**src/hw/rtl/hla_pkg.sv**
```systemverilog
// shared types and codes for the hole list allocator
package hla_pkg;
  localparam logic [2:0] ST_OK       = 3'd0;
  localparam logic [2:0] ST_NOFIT    = 3'd1;
  localparam logic [2:0] ST_FULL     = 3'd2;
  localparam logic [2:0] ST_UNKNOWN  = 3'd3;
  localparam logic [2:0] ST_DISABLED = 3'd4;

  localparam logic [1:0] CFG_POLICY  = 2'd0;
  localparam logic [1:0] CFG_REGION  = 2'd1;
  localparam logic [1:0] CFG_ENABLE  = 2'd2;

  // cell command broadcast each cycle
  typedef enum logic [3:0] {
    CMD_NONE  = 4'b0001,
    CMD_CLEAR = 4'b0010,
    CMD_WRITE = 4'b0100,
    CMD_KILL  = 4'b1000
  } hla_cmd_t;
endpackage

```
**src/hw/rtl/hla_cell.sv**
```systemverilog
// one table entry: valid, offset, length, shift-out for scanning
module hla_cell #(
  parameter int OFFSET_BITS = 16
) (
  input  logic                    clk,
  input  logic                    rst_n,
  input  hla_pkg::hla_cmd_t       cmd,
  input  logic                    sel,
  input  logic                    rot,
  input  logic                    wr_valid,
  input  logic [OFFSET_BITS-1:0]  wr_off,
  input  logic [OFFSET_BITS:0]    wr_len,
  input  logic                    rst_valid,
  input  logic [OFFSET_BITS-1:0]  rst_off,
  input  logic [OFFSET_BITS:0]    rst_len,
  input  logic                    nb_valid,
  input  logic [OFFSET_BITS-1:0]  nb_off,
  input  logic [OFFSET_BITS:0]    nb_len,
  output logic                    valid,
  output logic [OFFSET_BITS-1:0]  off,
  output logic [OFFSET_BITS:0]    len
);
  import hla_pkg::*;
  logic                   valid_r, valid_nxt;
  logic [OFFSET_BITS-1:0] off_r, off_nxt;
  logic [OFFSET_BITS:0]   len_r, len_nxt;

  always_comb begin
    valid_nxt = valid_r;
    off_nxt   = off_r;
    len_nxt   = len_r;
    if (rot) begin
      valid_nxt = nb_valid;
      off_nxt   = nb_off;
      len_nxt   = nb_len;
    end
    unique case (cmd)
      CMD_CLEAR: begin
        valid_nxt = rst_valid;
        off_nxt   = rst_off;
        len_nxt   = rst_len;
      end
      CMD_WRITE: if (sel) begin
        valid_nxt = wr_valid;
        off_nxt   = wr_off;
        len_nxt   = wr_len;
      end
      CMD_KILL: if (sel) valid_nxt = 1'b0;
      default: ;
    endcase
  end

  always_ff @(posedge clk) begin
    if (!rst_n) valid_r <= rst_valid;
    else        valid_r <= valid_nxt;
    if (!rst_n) begin
      off_r <= rst_off;
      len_r <= rst_len;
    end else begin
      off_r <= off_nxt;
      len_r <= len_nxt;
    end
  end

  assign valid = valid_r;
  assign off   = off_r;
  assign len   = len_r;
endmodule

```
**src/hw/rtl/hla_table.sv**
```systemverilog
// ring of cells; rotates one place per scan cycle so the head cell is examined
module hla_table #(
  parameter int ENTRIES     = 64,
  parameter int OFFSET_BITS = 16,
  parameter bit HOLES       = 1'b1
) (
  input  logic                    clk,
  input  logic                    rst_n,
  input  hla_pkg::hla_cmd_t       cmd,
  input  logic                    rot,
  input  logic [$clog2(ENTRIES)-1:0] idx,
  input  logic                    wr_valid,
  input  logic [OFFSET_BITS-1:0]  wr_off,
  input  logic [OFFSET_BITS:0]    wr_len,
  input  logic [OFFSET_BITS:0]    region,
  output logic                    head_valid,
  output logic [OFFSET_BITS-1:0]  head_off,
  output logic [OFFSET_BITS:0]    head_len
);
  import hla_pkg::*;
  localparam int IW = $clog2(ENTRIES);
  logic                   v [ENTRIES];
  logic [OFFSET_BITS-1:0] o [ENTRIES];
  logic [OFFSET_BITS:0]   l [ENTRIES];

  for (genvar g = 0; g < ENTRIES; g++) begin : g_cell
    localparam int NB = (g + 1) % ENTRIES;
    hla_cell #(.OFFSET_BITS(OFFSET_BITS)) u_cell (
      .clk(clk), .rst_n(rst_n), .cmd(cmd),
      .sel(idx == IW'(g)), .rot(rot),
      .wr_valid(wr_valid), .wr_off(wr_off), .wr_len(wr_len),
      .rst_valid((g == 0) && HOLES && (region != '0)),
      .rst_off('0),
      .rst_len(region),
      .nb_valid(v[NB]), .nb_off(o[NB]), .nb_len(l[NB]),
      .valid(v[g]), .off(o[g]), .len(l[g])
    );
  end

  assign head_valid = v[0];
  assign head_off   = o[0];
  assign head_len   = l[0];
endmodule

```
**config.mk**
```make
export PLATFORM = sky130hd
export DESIGN_NAME = hla_table
export DESIGN_NICKNAME = d
export VERILOG_FILES = /design/src/hw/rtl/hla_pkg.sv /design/src/hw/rtl/hla_cell.sv /design/src/hw/rtl/hla_table.sv
export SDC_FILE = /design/constraint.sdc
export NUM_CORES = 2
export LEC_CHECK = 0
export BUFFER_PORTS_ARGS = -buffer_cell sky130_fd_sc_hd__buf_2
export CORE_MARGIN = 2
export CORE_UTILIZATION = 40
export DETAILED_ROUTE_END_ITERATION = 16
export GPL_ROUTABILITY_DRIVEN = 1
export GPL_TIMING_DRIVEN = 1
export PLACE_DENSITY = 0.66
export RECOVER_POWER = 100
export SLEW_MARGIN = 20
export SYNTH_ARGS = -nofsm -noshare
export SYNTH_HDL_FRONTEND = slang
export SYNTH_HIERARCHICAL = 1
export SYNTH_SLANG_ARGS = --single-unit
```
**constraint.sdc**
```tcl
create_clock -name clk -period 4.35 [get_ports clk]
set_input_delay 0.2175 -clock clk [delete_from_list [all_inputs] [get_ports clk]]
set_output_delay 0.2175 -clock clk [all_outputs]
set_load 0.02 [all_outputs]
```
# After elaboration in Yosys (flattened, before gate mapping)
# Cells that the tools add are included.
dict set report word_totals {
  regBits 2176
  inputBits 64
  word_cells 965
  output_inout_bits 34
}
dict set report op_classes {
  reduce_logical 2
  n_eq_ne 66
  mux 705
}
# cell n
set op_table {}
lappend op_table {{2-to-1 mux 17 bit} 192}
lappend op_table {{one-hot mux 17 bit (2 select lines)} 64}
lappend op_table {{2-to-1 mux 16 bit} 128}
lappend op_table {{one-hot mux 16 bit (2 select lines)} 64}
lappend op_table {{2-to-1 mux 1 bit} 193}
lappend op_table {{equality test 6 bit (second input constant)} 32}
lappend op_table {{one-hot mux 1 bit (3 select lines)} 64}
lappend op_table {{equality test 6 x 5 -> 1 bit (second input constant)} 16}
lappend op_table {{equality test 6 x 4 -> 1 bit (second input constant)} 8}
lappend op_table {{equality test 6 x 3 -> 1 bit (second input constant)} 4}
lappend op_table {{nonzero test 17 bit} 1}
lappend op_table {{equality test 6 x 2 -> 1 bit (second input constant)} 2}
lappend op_table {{equality test 6 x 1 -> 1 bit (second input constant)} 1}
lappend op_table {{logical NOT 6 bit} 1}
lappend op_table {{equality test 4 x 2 -> 1 bit (second input constant)} 1}
lappend op_table {{equality test 4 x 3 -> 1 bit (second input constant)} 1}
lappend op_table {{equality test 4 bit (second input constant)} 1}

# Logic depth before layout (Yosys ltp)
dict set report logic_depth {
  word_depth 4
  depth_mapped 8
  mapped_depth_nobuf 6
}

# By module
# The synthesis kept the hierarchy.
# mod seq_area_each_um2 cells_each n_inst area_each_um2
set modules_own_cells {}
lappend modules_own_cells {hla_cell 680.7 202 64 2045.7}
lappend modules_own_cells {hla_table 0.0 104 1 439.2}

# Least setup slack after synthesis
# Ideal clock, no wire load.
dict set report synth_timing {
  path_type {input to register}
  startpoint {input port idx[5]}
  endpoint {register g_cell[15].u_cell.len_r[10]}
  cell_stages 8
  arrival_ns 1.692
  required_time_ns 4.277
  setup_ns 0.073
  path_slack_ns 2.585
  path_cell_list {or2_2 clkbuf_2 buf_2 nor2_1 nor4b_4 buf_6 nand3_1 o211ai_2}
}
dict set report synth_between {
  elab_chain_len 4
}
# element line
set synth_rtl {}
lappend synth_rtl {{start, declared} hla_table.sv:11} ;# input logic [$clog2(ENTRIES)-1:0] idx,
lappend synth_rtl {{equality test 6 x 4 -> 1 bit} hla_table.sv:30} ;# .sel(idx == IW'(g)), .rot(rot),
lappend synth_rtl {{2-to-1 mux 17 bit} hla_cell.sv:43} ;# CMD_WRITE: if (sel) begin
lappend synth_rtl {{one-hot mux 17 bit (2 select lines)} hla_cell.sv:37} ;# unique case (cmd)
lappend synth_rtl {{2-to-1 mux 17 bit} hla_cell.sv:56} ;# if (!rst_n) begin
lappend synth_rtl {{end signal, assigned} hla_cell.sv:58} ;# len_r <= rst_len;
lappend synth_rtl {{end signal, assigned} hla_cell.sv:61} ;# len_r <= len_nxt;
lappend synth_rtl {{end, declared} hla_cell.sv:26} ;# logic [OFFSET_BITS:0] len_r, len_nxt;
# Every way passes these cells.
# A chain may end at the register's enable or synchronous reset.

# Worst setup path after layout
dict set report layout_timing {
  startpoint {input port rot}
  endpoint {register g_cell[49].u_cell.valid_r}
}
dict set report layout_between {
  elab_chain_len 3
  word_cells_on_any_way 4
  classes_between {4 x mux}
}
# element line
set layout_rtl {}
lappend layout_rtl {{start, declared} hla_table.sv:10} ;# input logic rot,
lappend layout_rtl {{2-to-1 mux 1 bit (*)} hla_cell.sv:32} ;# if (rot) begin
lappend layout_rtl {{2-to-1 mux 1 bit (on tied branches)} {hla_cell.sv:48, hla_cell.sv:43}}
lappend layout_rtl {{one-hot mux 1 bit (3 select lines) (*)} hla_cell.sv:37}
lappend layout_rtl {{end signal, assigned} hla_cell.sv:54} ;# if (!rst_n) valid_r <= rst_valid;
lappend layout_rtl {{end signal, assigned} hla_cell.sv:55} ;# else valid_r <= valid_nxt;
lappend layout_rtl {{end, declared} hla_cell.sv:24} ;# logic valid_r, valid_nxt;
# Mark *: on every way between the ends. The rest lies on a longest branch, timed or not.

==> impl_metrics.yaml <==
cts:
  cts-root-buf: "clkbuf_16"
  clk_latency_ns: 0.92
  cts_max_level: 4
  ctsResizeCount: 0
  cts_tree: "built"
  cts_buffers: 236
  clkSinkCount: 2176
  clk_pin_slew_ns: 0.07
  clk_path_buf_depth: 4
setup_path:
  cp_top_family: "buffers and inverters"
  worstPathArrival_ns: 4.41
  crit_path_end_kind: "register"
  worst-setup-path-type: "in2reg"
  slowest_stage: "clkbuf_4"
  required_ns: 5.15
  crit_fanout: 106
  cp_num_buf_inv: 3
  max_stage_delay_ns: 1.70
  critPathLaunchType: "primary input"
  path_cells: "dlygate4sd3_1, clkbuf_4, clkbuf_1, mux2_2, o41ai_1, a31oi_1"
synth:
  synth_fa_ha_area_share_pct: 0
  synth.largest_area_cell: "dfxtp_1"
  syn_area_um2: 131000
  yosysSeqAreaShare_pct: 33.2
  synth-simple-area-share_pct: 12.1
  synth_edf_count: 0
  syn_avg_cell_area_um2: 10.1
  synth-compound-area-share_pct: 30.1
  synthMuxAreaShare_pct: 16.6
  synth_ff_type: "dfxtp_1"
  syn_inst: 13032
  synth_xor_area_share_pct: 0.427
  synth_top_family_by_area: "compound AO/OA/AOI/OAI gates"
  synth_seq_cells: 2176
  synthArstFlopShare_pct: 0
  ys_top_cells_by_area: "dfxtp_1 33%, o211ai_2 18%, mux2i_1 16%, nand3_1 8.3%, o21ai_0 5.9%"
  synth_cell_type_count: 33
  synth_top_area_share_pct: 33.2
  yosysWarnings: 6
routing:
  drcViolationCount: 0
  wirelength_um: 409000
  via_per_inst: 5.92
  dr.pass1.iters: 5
  route.vias.total: 107745
  ant_nets: 0
  wl_per_cell_um: 22.5
  drt_iter0_drc: 9926
global_routing:
  grt_remaining_overflow: 0
  grt_use_total_pct: 23.5
  grt_start_max_net_pins: 107
  grt_pass1_vias: 101152
  antenna_found_initial: 17
  grt_first_pass_wirelength_um: 635000
floorplanning:
  rows: 210
  die_area_um2: 333000
  start_util_pct: 40.2
  ios: 98
  die_h_um: 577
  dieWidth_um: 577
  core_um2: 327000
flow_run:
  cap_viol_max_count: 7
pwr:
  peakVddDrop_mv: 0.331
  p_leak_nw: 56.1
  p_total_mw: 56.5
  power_density_nw_per_um2: 393
layout:
  layout_commonest_cell: "nand3_1"
  drive_above_1_share_pct: 22.1
  fillCellCount: 31028
  layout_common_cells: "2182 x nand3_1, 2176 x dfxtp_1, 2112 x mux2i_1"
  register_area_um2: 43600
  area_growth_pct: 9.35
  finalNetCount: 13736
  multi_input_area_um2: 81700
sta:
  grt_setup_unrepaired: "no"
  setup_viol: 0
  drv_slew: 227
  max_freq_ghz: 0.277
  fin_worst_skew_ns: 0.0443
  finalCritPeriodShare_pct: 83.1
  tightest_slew_ns: 2.48
  layout_min_cycle_time_ns: 3.61
  final-hold-violation-count: 0
  finalSetupTns_ns: 0
  slew-limit-headroom_pct: -65.3
place:
  gp_congestion: 0.841
  portBuffers: 97
  dp_hpwl_um: 255000
run_status:
  status: "complete, but fails checks"
  failed_checks: "max-capacitance violations, max-slew violations"
worst_hold_path:
  hold_path.class: "in2reg"
## metal layers
metal  vias to the layer above  wire [µm]  share of wire (%)  GRT usage [%]
met4                         4      14800                3.6           8.09
met5                         -         21             0.0051              0
met3                       751      25700                6.3           2.86
met1                     53114     181000                 44           32.6
met2                      3639     187000                 46           37.4
li1                      50237          -                  -              -
## where the power goes
group	switching, mW	internal, mW
clock	8.80	11.6
combinational	6.21	4.54
sequential	2.32	23.0
total	17.3	39.2
## synthesized netlist by cell type (66+ instances only)
master	instances
buf_2	323
o211ai_1	192
nor4b_4	128
nand2b_1	66
o211ai_2	1920
clkbuf_1	195
nand3_1	2182
o21ai_1	576
nor2_1	131
buf_4	384
o21ai_0	1536
buf_6	384
dfxtp_1	2176
mux2i_1	2112
inv_1	128
## flip-flops by register name, indices dropped and copies added (netlist names)
signal,count
g_cell.u_cell/off,1024
g_cell.u_cell/len,1088
g_cell.u_cell/valid,64
## area by class of cell
| class | count | share of cell area (%) |
|---|---|---|
| clock buffer | 366 | 4.92 |
| timing repair buffer | 603 | 3.33 |
| inverter | 128 | 0.334 |
| multi-input combinational | 10527 | 56.9 |
| sequential | 2176 | 30.3 |
| antenna | 3 | 0.00523 |
| tap | 4346 | 3.79 |
| clock inverter | 56 | 0.416 |
## stage by stage
step | setup WS (ns) | hold WS (ns) | cells | area, µm² | utilization, %
detailed placement | 1.05 | 0.540 | 17729 | 136000 | 41.5
global placement | 1.07 | 0.536 | 17726 | 136000 | 41.5
CTS | 1.50 | 0.00111 | 18196 | 144000 | 44.0
floorplan | 2.58 | 0.349 | 14118 | 135000 | -
global route | 0.681 | 0.0241 | 18205 | 144000 | 43.9
finish | 0.737 | 0.0233 | 18205 | 144000 | 43.9
## kinds of logic after synthesis
family                 Yosys count
other                            1
AND/OR/NAND/NOR               2656
multiplexers                  2176
XOR/XNOR                        64
AO/OA/AOI/OAI                 4544
buffers and inverters         1415
flip-flops                    2176
## worst paths after layout
kind | startpoint | end | slack, ns | depth (start not counted)
max | rot | g_cell[49].u_cell/valid | 0.74 | 6
min | wr_off[10] | g_cell[29].u_cell/off[10] | 0.02 | 3
max reg2reg | g_cell[62].u_cell/valid | g_cell[61].u_cell/valid | 2.88 | 4
min reg2reg | g_cell[44].u_cell/off[4] | g_cell[43].u_cell/off[4] | 0.54 | 2
## what timing repair did
action	in CTS	in global routing
hold buffers	45	1
endpoints found under the hold margin	843	26
buffers inserted	0	0
setup endpoints to repair	0	0
## tightest hold or removal path, delay by kind of cell
kind                   cells  cell delay (ns)
AND/OR/NAND/NOR            1             0.20
AO/OA/AOI/OAI              1             0.09
buffers and inverters      1             0.30
Note: power is estimated with default switching activity, not from simulation.
